--- src/sv/aeg_pkg.sv ---
`timescale 1ns / 1ps
`default_nettype none

package aeg_pkg;

  // Widths of the position and of the level fraction
  localparam int LENGTH_BITS         = 24;
  localparam int LEVEL_FRACTION_BITS = 15;

  localparam int LEVEL_W   = LEVEL_FRACTION_BITS + 1;
  localparam int PROD_W    = LEVEL_W + LENGTH_BITS;
  localparam int DIV_CNT_W = $clog2(LEVEL_FRACTION_BITS);
  localparam int ACTION_W  = 2;
  localparam int ADVANCE_W = 16;
  localparam int SUSTAIN_W = 16;
  localparam int PHASE_W   = 3;
  localparam int CFG_IDX_W = 3;
  localparam int CFG_DATA_W = 24;

  localparam logic [LEVEL_W-1:0]     FULL_SCALE = LEVEL_W'(1) << LEVEL_FRACTION_BITS;
  localparam logic [LENGTH_BITS-1:0] POS_MAX    = {LENGTH_BITS{1'b1}};
  localparam logic [DIV_CNT_W-1:0]   DIV_LAST   = DIV_CNT_W'(LEVEL_FRACTION_BITS - 1);

  // Reset values of the configuration registers
  localparam logic [LENGTH_BITS-1:0] LENGTH_RESET  = LENGTH_BITS'(14400);
  localparam logic [SUSTAIN_W-1:0]   SUSTAIN_RESET = SUSTAIN_W'(26214);

  // Configuration register indexes
  localparam logic [CFG_IDX_W-1:0] REG_ATTACK  = CFG_IDX_W'(0);
  localparam logic [CFG_IDX_W-1:0] REG_HOLD    = CFG_IDX_W'(1);
  localparam logic [CFG_IDX_W-1:0] REG_DECAY   = CFG_IDX_W'(2);
  localparam logic [CFG_IDX_W-1:0] REG_SUSTAIN = CFG_IDX_W'(3);
  localparam logic [CFG_IDX_W-1:0] REG_RELEASE = CFG_IDX_W'(4);

  typedef enum logic [ACTION_W-1:0] {
    ACT_TICK     = 2'd0,
    ACT_NOTE_ON  = 2'd1,
    ACT_NOTE_OFF = 2'd2
  } action_e;

  typedef enum logic [PHASE_W-1:0] {
    PH_IDLE    = 3'd0,
    PH_ATTACK  = 3'd1,
    PH_HOLD    = 3'd2,
    PH_DECAY   = 3'd3,
    PH_SUSTAIN = 3'd4,
    PH_RELEASE = 3'd5
  } phase_e;

  // Top level sequencer
  typedef enum logic [1:0] {
    ST_IDLE = 2'd0,
    ST_WALK = 2'd1,
    ST_RAMP = 2'd2,
    ST_EMIT = 2'd3
  } seq_state_e;

  // Ramp unit sequencer
  typedef enum logic [1:0] {
    RS_IDLE = 2'd0,
    RS_LOAD = 2'd1,
    RS_DIV  = 2'd2,
    RS_DONE = 2'd3
  } ramp_state_e;

  typedef struct packed {
    logic                   start;
    logic [LEVEL_W-1:0]     span;
    logic [LENGTH_BITS-1:0] pos;
    logic [LENGTH_BITS-1:0] len;
  } ramp_req_t;

  typedef struct packed {
    logic busy;
    logic done;
  } ramp_stat_t;

endpackage

`default_nettype wire

--- src/sv/ahdsr_envelope_generator_unit.sv ---
// Linear attack-hold-decay-sustain-release envelope. A request carries an action: note on
// restarts attack, note off enters release (unless idle); both keep the request side ready
// and give no result. A tick adds its sample count to the saturating phase position, walks
// past every phase whose length is reached (one phase per cycle, at most three), and then
// returns the level (unsigned Q1.15) and the phase. Ramp phases go through one shared
// multiply and a restoring divider that retires one quotient bit a cycle. After a tick is
// taken the request side stays busy through the phase walk, the ramp when it ends in
// attack, decay or release, and the emit step. One request is worked on at a time; a
// result waits in the output register while the next request is taken, and the emit step
// stalls while that earlier result is still waiting. Configuration is written through a
// plain write port; the user must write it while no work runs, the block does not enforce it.
`timescale 1ns / 1ps
`default_nettype none

module ahdsr_envelope_generator_unit (
  input  wire logic                               clk_i,
  input  wire logic                               rst_ni,
  // configuration
  input  wire logic                               cfg_we_i,
  input  wire logic [aeg_pkg::CFG_IDX_W-1:0]      cfg_index_i,
  input  wire logic [aeg_pkg::CFG_DATA_W-1:0]     cfg_data_i,
  // request channel
  input  wire logic                               in_valid_i,
  output logic                                    in_ready_o,
  input  wire logic [aeg_pkg::ACTION_W-1:0]       action_i,
  input  wire logic [aeg_pkg::ADVANCE_W-1:0]      advance_i,
  // result channel
  output logic                                    out_valid_o,
  input  wire logic                               out_ready_i,
  output logic [aeg_pkg::LEVEL_W-1:0]             level_o,
  output logic [aeg_pkg::PHASE_W-1:0]             phase_o
);
  import aeg_pkg::*;

  // Configuration registers
  logic [LENGTH_BITS-1:0] attack_q, hold_q, decay_q, release_q;
  logic [SUSTAIN_W-1:0]   sustain_q;

  always_ff @(posedge clk_i or negedge rst_ni) begin
    if (!rst_ni) begin
      attack_q  <= LENGTH_RESET;
      hold_q    <= LENGTH_RESET;
      decay_q   <= LENGTH_RESET;
      sustain_q <= SUSTAIN_RESET;
      release_q <= LENGTH_RESET;
    end else if (cfg_we_i) begin
      case (cfg_index_i)
        REG_ATTACK:  attack_q  <= cfg_data_i[LENGTH_BITS-1:0];
        REG_HOLD:    hold_q    <= cfg_data_i[LENGTH_BITS-1:0];
        REG_DECAY:   decay_q   <= cfg_data_i[LENGTH_BITS-1:0];
        REG_SUSTAIN: sustain_q <= cfg_data_i[SUSTAIN_W-1:0];
        REG_RELEASE: release_q <= cfg_data_i[LENGTH_BITS-1:0];
        default: ;
      endcase
    end
  end

  // Sustain clamped to full scale
  logic [LEVEL_W-1:0] sus_lvl;
  assign sus_lvl = (sustain_q > SUSTAIN_W'(FULL_SCALE)) ? FULL_SCALE
                                                        : sustain_q[LEVEL_W-1:0];

  seq_state_e             state_q, state_d;
  phase_e                 phase_q, phase_d;
  logic [LENGTH_BITS-1:0] pos_q, pos_d;
  logic [LEVEL_W-1:0]     level_q, level_d;
  logic                   out_valid_q, out_valid_d;
  logic [LEVEL_W-1:0]     out_level_q, out_level_d;
  phase_e                 out_phase_q, out_phase_d;

  ramp_req_t                      ramp_req;
  ramp_stat_t                     ramp_stat;
  logic [LEVEL_FRACTION_BITS-1:0] ramp_quot;

  logic                   accept;
  logic [LENGTH_BITS:0]   pos_sum;
  logic                   walk_move;
  phase_e                 walk_next;
  logic                   is_ramp;
  logic                   emit_ok;

  assign in_ready_o = (state_q == ST_IDLE);
  assign accept     = in_valid_i && in_ready_o;
  assign pos_sum    = (LENGTH_BITS + 1)'(pos_q) + (LENGTH_BITS + 1)'(advance_i);
  assign emit_ok    = !out_valid_q || out_ready_i;

  // Phase walk: leave the current phase once its length is reached
  always_comb begin
    walk_move = 1'b0;
    walk_next = phase_q;
    case (phase_q)
      PH_ATTACK: begin
        walk_move = (pos_q >= attack_q);
        walk_next = PH_HOLD;
      end
      PH_HOLD: begin
        walk_move = (pos_q >= hold_q);
        walk_next = PH_DECAY;
      end
      PH_DECAY: begin
        walk_move = (pos_q >= decay_q);
        walk_next = PH_SUSTAIN;
      end
      PH_RELEASE: begin
        walk_move = (pos_q >= release_q);
        walk_next = PH_IDLE;
      end
      default: ;
    endcase
  end

  // Pick span and length of the ramp for the current phase
  always_comb begin
    is_ramp       = 1'b0;
    ramp_req.span = '0;
    ramp_req.len  = '0;
    ramp_req.pos  = pos_q;
    case (phase_q)
      PH_ATTACK: begin
        is_ramp       = 1'b1;
        ramp_req.span = FULL_SCALE;
        ramp_req.len  = attack_q;
      end
      PH_DECAY: begin
        is_ramp       = 1'b1;
        ramp_req.span = FULL_SCALE - sus_lvl;
        ramp_req.len  = decay_q;
      end
      PH_RELEASE: begin
        is_ramp       = 1'b1;
        ramp_req.span = sus_lvl;
        ramp_req.len  = release_q;
      end
      default: ;
    endcase
    ramp_req.start = (state_q == ST_WALK) && !walk_move && is_ramp;
  end

  // Next state
  always_comb begin
    state_d = state_q;
    case (state_q)
      ST_IDLE: begin
        if (accept && (action_e'(action_i) == ACT_TICK)) state_d = ST_WALK;
      end
      ST_WALK: begin
        if (!walk_move) state_d = is_ramp ? ST_RAMP : ST_EMIT;
      end
      ST_RAMP: if (ramp_stat.done) state_d = ST_EMIT;
      ST_EMIT: if (emit_ok) state_d = ST_IDLE;
      default: state_d = ST_IDLE;
    endcase
  end

  // Datapath and output register
  always_comb begin
    phase_d     = phase_q;
    pos_d       = pos_q;
    level_d     = level_q;
    out_valid_d = out_valid_q && !out_ready_i;
    out_level_d = out_level_q;
    out_phase_d = out_phase_q;
    case (state_q)
      ST_IDLE: begin
        if (accept) begin
          case (action_e'(action_i))
            ACT_TICK: pos_d = pos_sum[LENGTH_BITS] ? POS_MAX : pos_sum[LENGTH_BITS-1:0];
            ACT_NOTE_ON: begin
              pos_d   = '0;
              phase_d = PH_ATTACK;
            end
            ACT_NOTE_OFF: begin
              pos_d = '0;
              if (phase_q != PH_IDLE) phase_d = PH_RELEASE;
            end
            default: ;
          endcase
        end
      end
      ST_WALK: begin
        if (walk_move) begin
          phase_d = walk_next;
          pos_d   = '0;
        end else begin
          case (phase_q)
            PH_HOLD:    level_d = FULL_SCALE;
            PH_SUSTAIN: level_d = sus_lvl;
            default:    level_d = '0;
          endcase
        end
      end
      ST_RAMP: begin
        if (ramp_stat.done) begin
          case (phase_q)
            PH_ATTACK:  level_d = LEVEL_W'(ramp_quot);
            PH_DECAY:   level_d = FULL_SCALE - LEVEL_W'(ramp_quot);
            PH_RELEASE: level_d = sus_lvl - LEVEL_W'(ramp_quot);
            default:    level_d = '0;
          endcase
        end
      end
      ST_EMIT: begin
        if (emit_ok) begin
          out_valid_d = 1'b1;
          out_level_d = level_q;
          out_phase_d = phase_q;
        end
      end
      default: ;
    endcase
  end

  // Hold control state
  always_ff @(posedge clk_i or negedge rst_ni) begin
    if (!rst_ni) begin
      state_q     <= ST_IDLE;
      phase_q     <= PH_IDLE;
      pos_q       <= '0;
      out_valid_q <= 1'b0;
    end else begin
      state_q     <= state_d;
      phase_q     <= phase_d;
      pos_q       <= pos_d;
      out_valid_q <= out_valid_d;
    end
  end

  // Hold payload
  always_ff @(posedge clk_i) begin
    level_q     <= level_d;
    out_level_q <= out_level_d;
    out_phase_q <= out_phase_d;
  end

  aeg_ramp_unit u_ramp (
    .clk_i  (clk_i),
    .rst_ni (rst_ni),
    .req_i  (ramp_req),
    .stat_o (ramp_stat),
    .quot_o (ramp_quot)
  );

  assign out_valid_o = out_valid_q;
  assign level_o     = out_level_q;
  assign phase_o     = out_phase_q;

`ifndef NO_ASSERTIONS
  // No request is taken while the ramp unit works
  a_busy_blocks: assert property (@(posedge clk_i) disable iff (!rst_ni)
    ramp_stat.busy |-> !in_ready_o)
    else $error("request taken while ramp unit busy");

  // Ramp completion only while the sequencer waits for it
  a_done_in_ramp: assert property (@(posedge clk_i) disable iff (!rst_ni)
    ramp_stat.done |-> (state_q == ST_RAMP))
    else $error("ramp done outside ramp state");

  // A result appears only after the emit step
  a_rise_from_emit: assert property (@(posedge clk_i) disable iff (!rst_ni)
    $rose(out_valid_o) |-> $past(state_q == ST_EMIT))
    else $error("result raised without emit");

  // The level never exceeds full scale
  a_level_range: assert property (@(posedge clk_i) disable iff (!rst_ni)
    out_valid_o |-> (level_o <= FULL_SCALE))
    else $error("level above full scale");
`endif

endmodule

`default_nettype wire

--- src/sv/aeg_ramp_unit.sv ---
`timescale 1ns / 1ps
`default_nettype none

// Ramp unit: span * pos / len, one multiply then a restoring divide one bit a cycle.
// The caller keeps pos below len, so the quotient fits in the fraction bits.
module aeg_ramp_unit (
  input  wire logic                                  clk_i,
  input  wire logic                                  rst_ni,
  input  wire aeg_pkg::ramp_req_t                    req_i,
  output aeg_pkg::ramp_stat_t                        stat_o,
  output logic [aeg_pkg::LEVEL_FRACTION_BITS-1:0]    quot_o
);
  import aeg_pkg::*;

  ramp_state_e                    state_q, state_d;
  logic [PROD_W-1:0]              product_q, product_d;
  logic [LENGTH_BITS-1:0]         len_q, len_d;
  logic [LENGTH_BITS-1:0]         rem_q, rem_d;
  logic [LEVEL_FRACTION_BITS-1:0] low_q, low_d;
  logic [DIV_CNT_W-1:0]           cnt_q, cnt_d;

  logic [LENGTH_BITS:0] shifted;
  logic [LENGTH_BITS:0] diff;
  logic                 ge;

  // One restoring division step
  always_comb begin
    shifted = {rem_q, low_q[LEVEL_FRACTION_BITS-1]};
    diff    = shifted - {1'b0, len_q};
    ge      = (shifted >= {1'b0, len_q});
  end

  // Next state
  always_comb begin
    state_d = state_q;
    case (state_q)
      RS_IDLE: if (req_i.start) state_d = RS_LOAD;
      RS_LOAD: state_d = RS_DIV;
      RS_DIV:  if (cnt_q == DIV_LAST) state_d = RS_DONE;
      RS_DONE: state_d = RS_IDLE;
      default: state_d = RS_IDLE;
    endcase
  end

  // Datapath
  always_comb begin
    product_d = product_q;
    len_d     = len_q;
    rem_d     = rem_q;
    low_d     = low_q;
    cnt_d     = cnt_q;
    case (state_q)
      RS_IDLE: begin
        if (req_i.start) begin
          product_d = PROD_W'(req_i.span) * PROD_W'(req_i.pos);
          len_d     = req_i.len;
        end
      end
      RS_LOAD: begin
        rem_d = product_q[LEVEL_FRACTION_BITS +: LENGTH_BITS];
        low_d = product_q[LEVEL_FRACTION_BITS-1:0];
        cnt_d = '0;
      end
      RS_DIV: begin
        rem_d = ge ? diff[LENGTH_BITS-1:0] : shifted[LENGTH_BITS-1:0];
        low_d = {low_q[LEVEL_FRACTION_BITS-2:0], ge};
        cnt_d = cnt_q + DIV_CNT_W'(1);
      end
      default: ;
    endcase
  end

  // Hold the sequencer state
  always_ff @(posedge clk_i or negedge rst_ni) begin
    if (!rst_ni) begin
      state_q <= RS_IDLE;
      cnt_q   <= '0;
    end else begin
      state_q <= state_d;
      cnt_q   <= cnt_d;
    end
  end

  // Hold the operands
  always_ff @(posedge clk_i) begin
    product_q <= product_d;
    len_q     <= len_d;
    rem_q     <= rem_d;
    low_q     <= low_d;
  end

  assign stat_o.busy = (state_q != RS_IDLE);
  assign stat_o.done = (state_q == RS_DONE);
  assign quot_o      = low_q;

endmodule

`default_nettype wire

--- config.mk ---
export PLATFORM = sky130hd
export DESIGN_NAME = ahdsr_envelope_generator_unit
export DESIGN_NICKNAME = d
export VERILOG_FILES = /design/src/sv/aeg_pkg.sv /design/src/sv/ahdsr_envelope_generator_unit.sv /design/src/sv/aeg_ramp_unit.sv
export SDC_FILE = /design/constraint.sdc
export NUM_CORES = 2
export LEC_CHECK = 0
export BUFFER_PORTS_ARGS = -buffer_cell sky130_fd_sc_hd__buf_2
export CORE_ASPECT_RATIO = 0.6
export CORE_MARGIN = 2
export CORE_UTILIZATION = 50
export DETAILED_ROUTE_END_ITERATION = 16
export GPL_TIMING_DRIVEN = 0
export PLACE_DENSITY_LB_ADDON = 0.25
export SETUP_SLACK_MARGIN = 0.1
export SYNTH_ARGS = -nofsm -noshare
export SYNTH_HDL_FRONTEND = slang
export SYNTH_SLANG_ARGS = --single-unit
--- constraint.sdc ---
create_clock -name clk_i -period 19.6 [get_ports clk_i]
set_clock_uncertainty 0.1 [all_clocks]
set_input_delay 5.88 -clock clk_i [delete_from_list [all_inputs] [get_ports clk_i]]
set_output_delay 5.88 -clock clk_i [all_outputs]
set_load 0.01 [all_outputs]
== Yosys cells after proc, flatten, opt, wreduce, memory -nomap -nowiden ==
Index checks and enable logic that the tools add are counted.
Storage, ports and cells
  bits in registers: 285
  bits of input ports: 50
  logic and storage cells: 128
Cells by class
  add/subtract/negate cells: 6
  multipliers: 1
  order comparisons: 6
  equal/unequal tests: 30
  multiplexer cells: 36
  reduce and logical (&&, ||, !) cells: 31
Operators by type and width (count)
  one-hot mux 24 bit (2 select lines): 3
  >= comparator 24 bit: 4
  2-to-1 mux 24 bit: 4
  one-hot mux 16 bit (3 select lines): 2
  one-hot mux 24 bit (3 select lines): 1
  one-hot mux 16 bit (2 select lines): 2
  2-to-1 mux 16 bit: 3
  multiplier 16 x 24 -> 39 bit: 1
  one-hot mux 15 bit (2 select lines): 1
  adder 24 x 16 -> 25 bit: 1
  >= comparator 25 x 24 -> 1 bit: 1
  subtractor 24 bit: 1
  > comparator 16 bit (second input constant): 1
  one-hot mux 2 bit (4 select lines): 2
  AND reduction 2 bit: 8
  subtractor 16 x 15 -> 16 bit: 1
  subtractor 16 x 15 -> 16 bit (first input constant): 1
  subtractor 16 bit (first input constant): 1
  equality test 3 x 2 -> 1 bit (second input constant): 4
  2-to-1 mux 2 bit: 6
  one-hot mux 3 bit (2 select lines): 2
  one-hot mux 3 bit (4 select lines): 1
  equality test 2 bit (second input constant): 5
  inequality test 2 bit (second input constant): 5
  26 further kinds: 49

== Depth between registers and ports, before layout ==
  depth after elaboration: 7
  depth in mapped cells: 32
  depth with buffers taken out: 31

== Hierarchy ==
From an unflattened synthesis, not the netlist that was laid out.
Unflattened totals
  cell total of the unflattened synthesis: 3273
  area total of the unflattened synthesis: 29658.4 µm²
Modules (own cells, without submodules)
  aeg_ramp_unit: times used 1, cells each 1890, area an instance 17737.0 µm²
  ahdsr_envelope_generator_unit: times used 1, cells each 1383, area an instance 11921.4 µm²

== Worst setup path before layout ==
Ideal clock, no wire load.
  kind: input -> register
  start: in advance_i[0] (netlist name)
  end: reg pos_q[18]
  arrival time: 8303 ps
  slack: 11069 ps
  cell stages on the path: 12
  path buffers: 0
  path through: ha_1 -> inv_1 -> fa_1 -> nor2b_1 -> o31a_1 -> o211a_1 -> a221o_1 -> a211oi_2 -> o21bai_2 -> a41oi_4 -> nor2_1 -> a2111o_1
Between the ends
  word-level cells in the longest chain between the ends: 5
Ends and longest elaborated chain
  start, declared: RTL line ahdsr_envelope_generator_unit.sv:26  | input wire logic [aeg_pkg::ADVANCE_W-1:0] advance_i,
  adder 24 x 16 -> 25 bit: RTL line ahdsr_envelope_generator_unit.sv:84  | assign pos_sum = (LENGTH_BITS + 1)'(pos_q) + (LENGTH_BITS + 1)'(advance_i);
  2-to-1 mux 24 bit: RTL line ahdsr_envelope_generator_unit.sv:167  | ACT_TICK: pos_d = pos_sum[LENGTH_BITS] ? POS_MAX : pos_sum[LENGTH_BITS-1:0];
  one-hot mux 24 bit (2 select lines): RTL line ahdsr_envelope_generator_unit.sv:166  | case (action_e'(action_i))
  2-to-1 mux 24 bit: RTL line ahdsr_envelope_generator_unit.sv:165  | if (accept) begin
  one-hot mux 24 bit (2 select lines): RTL line ahdsr_envelope_generator_unit.sv:163  | case (state_q)
  end signal, assigned: RTL line ahdsr_envelope_generator_unit.sv:223  | pos_q <= pos_d;
  end, declared: RTL line ahdsr_envelope_generator_unit.sv:65  | logic [LENGTH_BITS-1:0] pos_q, pos_d;
No other way between the ends. The select of a mux whose other input is x is not followed.
A chain may end at the register's enable or synchronous reset.

== Worst setup path after layout ==
  start: reg sustain_q[3]
  end: reg u_ramp.product_q[38] (data pin)
Between the ends
  word-level cells in the longest chain between the ends: 5
Ends and longest elaborated chain
  start, declared: RTL line ahdsr_envelope_generator_unit.sv:37  | logic [SUSTAIN_W-1:0] sustain_q;
  start signal, assigned: RTL line ahdsr_envelope_generator_unit.sv:51  | REG_SUSTAIN: sustain_q <= cfg_data_i[SUSTAIN_W-1:0];
  > comparator 16 bit: RTL line ahdsr_envelope_generator_unit.sv:60  | assign sus_lvl = (sustain_q > SUSTAIN_W'(FULL_SCALE)) ? FULL_SCALE
  2-to-1 mux 16 bit (*): RTL line ahdsr_envelope_generator_unit.sv:60
  subtractor 16 bit: RTL line ahdsr_envelope_generator_unit.sv:126  | ramp_req.span = FULL_SCALE - sus_lvl;
  one-hot mux 16 bit (3 select lines) (*): RTL line ahdsr_envelope_generator_unit.sv:118  | case (phase_q)
  multiplier 16 x 24 -> 39 bit (*): RTL line aeg_ramp_unit.sv:55  | product_d = PROD_W'(req_i.span) * PROD_W'(req_i.pos);
  end signal, assigned: RTL line aeg_ramp_unit.sv:86  | product_q <= product_d;
  end, declared: RTL line aeg_ramp_unit.sv:16  | logic [PROD_W-1:0] product_q, product_d;
Mark *: on every way between the ends. The rest lies on a longest branch, timed or not.

==> metrics.json <==
{
  "yosysWarningCount": 0,
  "clkSlewWorstSetupHoldPaths_ns": 0.07,
  "path_depth": 30,
  "grt-ovfl-total": 0,
  "synth_cells": 3168,
  "synth_adder_area_share_pct": 32.8,
  "ff2ff_path_depth": 30,
  "pwr_density_cell_mw_per_mm2": 94.0,
  "worstSetupEndpoint": "u_ramp.product_q[38]$_DFFE_PP_",
  "cts_setup_buffers": 0,
  "worst_slew_margin_rel_pct": 6.56,
  "overall_routed_net_length_um": 93000,
  "detailed_place_hpwl_um": 75300,
  "dpl_cell_area_sq_mm": 0.0307,
  "die_w_um": 316,
  "post_synth_edffs": 137,
  "grtUsageTotal_pct": 31.3,
  "net_count_after_synthesis": 3799,
  "io_pins": 71,
  "fp.coreArea_sq_mm": 0.0577,
  "dieHeight_um": 191,
  "root_buffer": "clkbuf_16",
  "setup.worst_path.end_class": "register",
  "cts.sink_count": 285,
  "cp_common_cell": "fa_1",
  "numCtsBuffers": 28,
  "synth-seq-area-share_pct": 26.8,
  "synth_flop_cell": "edfxtp_1",
  "vias_per_cell": 5.81,
  "cts_tree": "done",
  "io_buffer_count": 70,
  "nNetsFinal": 3904,
  "ys_ff_latch": 285,
  "via_count": 23600,
  "worst-setup-path-type": "reg -> reg",
  "period_share_pct": 54.0,
  "fin_setup_tns_ns": 0,
  "timing.critical_path.from_type": "register",
  "cp_data_arrival_time_ns": 10.80,
  "layout-drive-gt1-share_pct": 6.41,
  "critical-path-max-stage-delay_ns": 1.14,
  "fillers": 5166,
  "grt_setup_unrepaired": "false",
  "timing.rr.end": "u_ramp.product_q[38]$_DFFE_PP_",
  "global_route_wire_length_before_repair_um": 142000,
  "ir_drop_mv": 0.0717,
  "synth.area.mux_share_pct": 3.05,
  "syn_avg_cell_area_sq_um": 9.23,
  "worst_slew_pin_slew_ns": 1.39,
  "post_synth_and_or_nand_nor_area_fraction_pct": 14.9,
  "max-clock-path-buffers": 3,
  "synth_async_sr_flop_share_pct": 51.9,
  "synth_xor_xnor_area_share_pct": 2.34,
  "drt_drc_violations_left": 0,
  "leakage_nw": 15.2,
  "synth.lib_cells_used.distinct": 78,
  "max_cap_violations": 0,
  "run_status": "completed",
  "cp_num_buf_inv": 7,
  "crit_path_max_fanout": 10,
  "initialDrtViolationCount": 2488,
  "regToRegSetupSlack_ns": 9.01,
  "initial_cell_density_of_the_core_pct": 50.7,
  "grt_pass1_vias": 23400,
  "clk_latency_ns": 0.58,
  "cts_hold_repair.buffers": 0,
  "final_count_of_negative_setup_slack_endpoints": 0,
  "cts.repair.resized": 0,
  "crit_start": "sustain_q[3]$_DFFE_PN0P_",
  "syn-cell-area_sq_mm": 0.0292,
  "detail_route.wl_per_cell_um": 22.9,
  "final.min_clock_period_ns": 10.59,
  "die-area_sq_mm": 0.0605,
  "final_max_slew_viol_count": 0,
  "final-hold-violation-count": 0,
  "gp_routability_congestion": 0.998,
  "critical_path_required_ns": 19.81,
  "critical-path-slowest-cell": "o31ai_1",
  "grt_start_max_net_pins": 76,
  "stdcell_area_sq_mm": 0.0316,
  "row_count": 68,
  "critical-path-top-delay-family": "adder cells",
  "hold_path.class": "reg -> reg",
  "detail_route.first_pass.iterations": 8,
  "antenna_left": 0,
  "initial_antenna_violation_count": 4,
  "fmaxAchievable_ghz": 0.0944,
  "area_delta_synth_final_pct": 8.11,
  "synth_compound_area_share_pct": 11.9,
  "dominant_combinational_cell_family_by_area_after_synthesis": "adder cells",
  "cts_htree_levels": 1,
  "critical_path.reg2reg.startpoint": "sustain_q[3]$_DFFE_PN0P_"
}
-- cell usage in the layout, fill, tap and decap left out, types with 23 or more instances in the layout --
cell type / instances
nor3_1: 33
a21o_1: 73
xnor2_1: 48
nand3_1: 26
clkbuf_1: 112
dfrtp_1: 124
a21oi_1: 146
mux2i_1: 44
o21ai_0: 165
ha_1: 272
and2_1: 134
edfxtp_1: 137
nand2b_1: 26
nand2_1: 432
buf_2: 75
mux2_2: 40
o21a_1: 23
fa_1: 308
inv_1: 512
clkbuf_16: 29
nor2b_1: 24
xor2_1: 30
dfstp_2: 24
nor2_1: 167
-- worst min-delay path by stage --
stage / startpoint / end / slack, ns / depth (start not counted)
floorplan: level_q[0]$_DFFE_PP_ / level_o[0]$_DFFE_PP_ / 0.30 / 0
global placement: level_q[15]$_DFFE_PP_ / level_o[15]$_DFFE_PP_ / 0.31 / 0
detailed placement: level_q[1]$_DFFE_PP_ / level_o[1]$_DFFE_PP_ / 0.30 / 0
CTS: level_q[3]$_DFFE_PP_ / level_o[3]$_DFFE_PP_ / 0.32 / 0
global route: level_q[9]$_DFFE_PP_ / level_o[9]$_DFFE_PP_ / 0.33 / 0
finish: level_q[3]$_DFFE_PP_ / level_o[3]$_DFFE_PP_ / 0.31 / 0
-- cell usage after synthesis, types with 5 or more instances --
cell | count | area (sq um)
and3_1 | 16 | 100
nand2_1 | 432 | 1620
nor4_1 | 8 | 50.1
xor2_1 | 30 | 263
buf_2 | 6 | 30.0
or3_1 | 10 | 62.6
o21a_1 | 23 | 173
a22oi_1 | 9 | 67.6
xnor2_1 | 48 | 420
dfstp_2 | 24 | 631
o31ai_1 | 6 | 45.0
clkbuf_1 | 107 | 402
ha_1 | 273 | 3420
a21o_1 | 73 | 548
nand2b_1 | 26 | 163
a21boi_0 | 6 | 45.0
a31oi_1 | 22 | 138
and4_1 | 5 | 43.8
o21ai_1 | 11 | 55.1
buf_1 | 17 | 63.8
o21ai_0 | 165 | 826
a221o_1 | 5 | 50.1
nand3_1 | 26 | 130
or2_2 | 10 | 62.6
mux2i_1 | 44 | 440
a211oi_1 | 13 | 97.6
nor2b_1 | 24 | 150
edfxtp_1 | 137 | 4110
fa_1 | 308 | 6170
mux2_2 | 40 | 450
o211ai_1 | 16 | 120
o21bai_1 | 7 | 52.6
inv_1 | 512 | 1920
and2_1 | 134 | 838
dfrtp_1 | 124 | 3100
a21oi_1 | 147 | 736
nand4_1 | 22 | 138
a211o_1 | 6 | 52.6
nor3_1 | 33 | 165
nor2_1 | 167 | 627
o31a_1 | 5 | 43.8
-- worst reg2reg max path: cells and delay by family (launching register included) --
kind,cells,cell delay [ns]
AOI/OAI and AO/OA,9,3.12
xor gates and xnor gates,1,0.14
DFF,1,0.52
buffers and inverters,7,1.10
and+or+nand+nor,6,1.67
adders and majority gates,7,3.69
-- layer usage --
layer | GRT usage, % | wire length, um
met2 | 40.9 | 35100
met1 | 49.1 | 42500
met4 | 4.64 | 1350
met3 | 11.8 | 14000
met5 | 0 | 29
-- sequential cells by signal, indices dropped and copies added (netlist names) --
| name | flops |
|---|---|
| hold_q | 24 |
| sustain_q | 16 |
| pos_q | 24 |
| phase_q | 3 |
| u_ramp.product_q | 39 |
| out_valid_o | 1 |
| level_o | 16 |
| level_q | 16 |
| phase_o | 3 |
| u_ramp.quot_o | 15 |
| u_ramp.len_q | 24 |
| u_ramp.rem_q | 24 |
| decay_q | 24 |
| release_q | 24 |
| u_ramp.cnt_q | 4 |
| u_ramp.state_q | 2 |
| state_q | 2 |
| attack_q | 24 |
-- report_power, final --
| group | leakage, nW | switching, mW | total (mW) | internal (mW) |
|---|---|---|---|---|
| clock network | 0.463 | 0.250 | 0.571 | 0.321 |
| registers | 3.11 | 0.128 | 1.00 | 0.877 |
| logic | 11.6 | 0.912 | 1.40 | 0.487 |
-- final cells by class --
class	count	area, sq um	share of cell area, %
Clock buffer	44	882	2.79
Antenna cell	1	2.50	0.00791
Buffer	130	495	1.57
Clock inverter	7	67.6	0.214
Sequential cell	285	7850	24.8
Multi-Input combinational cell	2239	19000	60.1
Tap cell	770	963	3.05
Timing Repair Buffer	75	443	1.40
Inverter	514	1930	6.10
-- stage by stage --
stage | hold slack, ns | power [mW] | util (%) | worst slack [ns] | std cells
after floorplan | 0.300 | 1.88 | - | 11.07 | 3168
after global placement | 0.306 | 2.31 | 53.0 | 9.61 | 4008
after detailed placement | 0.305 | 2.37 | 53.1 | 9.41 | 4012
after CTS | 0.318 | 2.94 | 54.8 | 9.38 | 4063
after global routing | 0.329 | 3.15 | 54.8 | 8.71 | 4064
final | 0.315 | 2.97 | 54.8 | 9.01 | 4065
-- cell families (layout without fill, tap and decap cells) --
family	count (synthesis)	count (layout)
AOI/OAI and AO/OA	558	558
DFF	285	285
other	0	1
and+or+nand+nor	938	938
buffers and inverters	644	770
muxes	84	84
xor gates and xnor gates	78	78
adders and majority gates	581	581
Note: power is estimated with default switching activity, not from simulation.
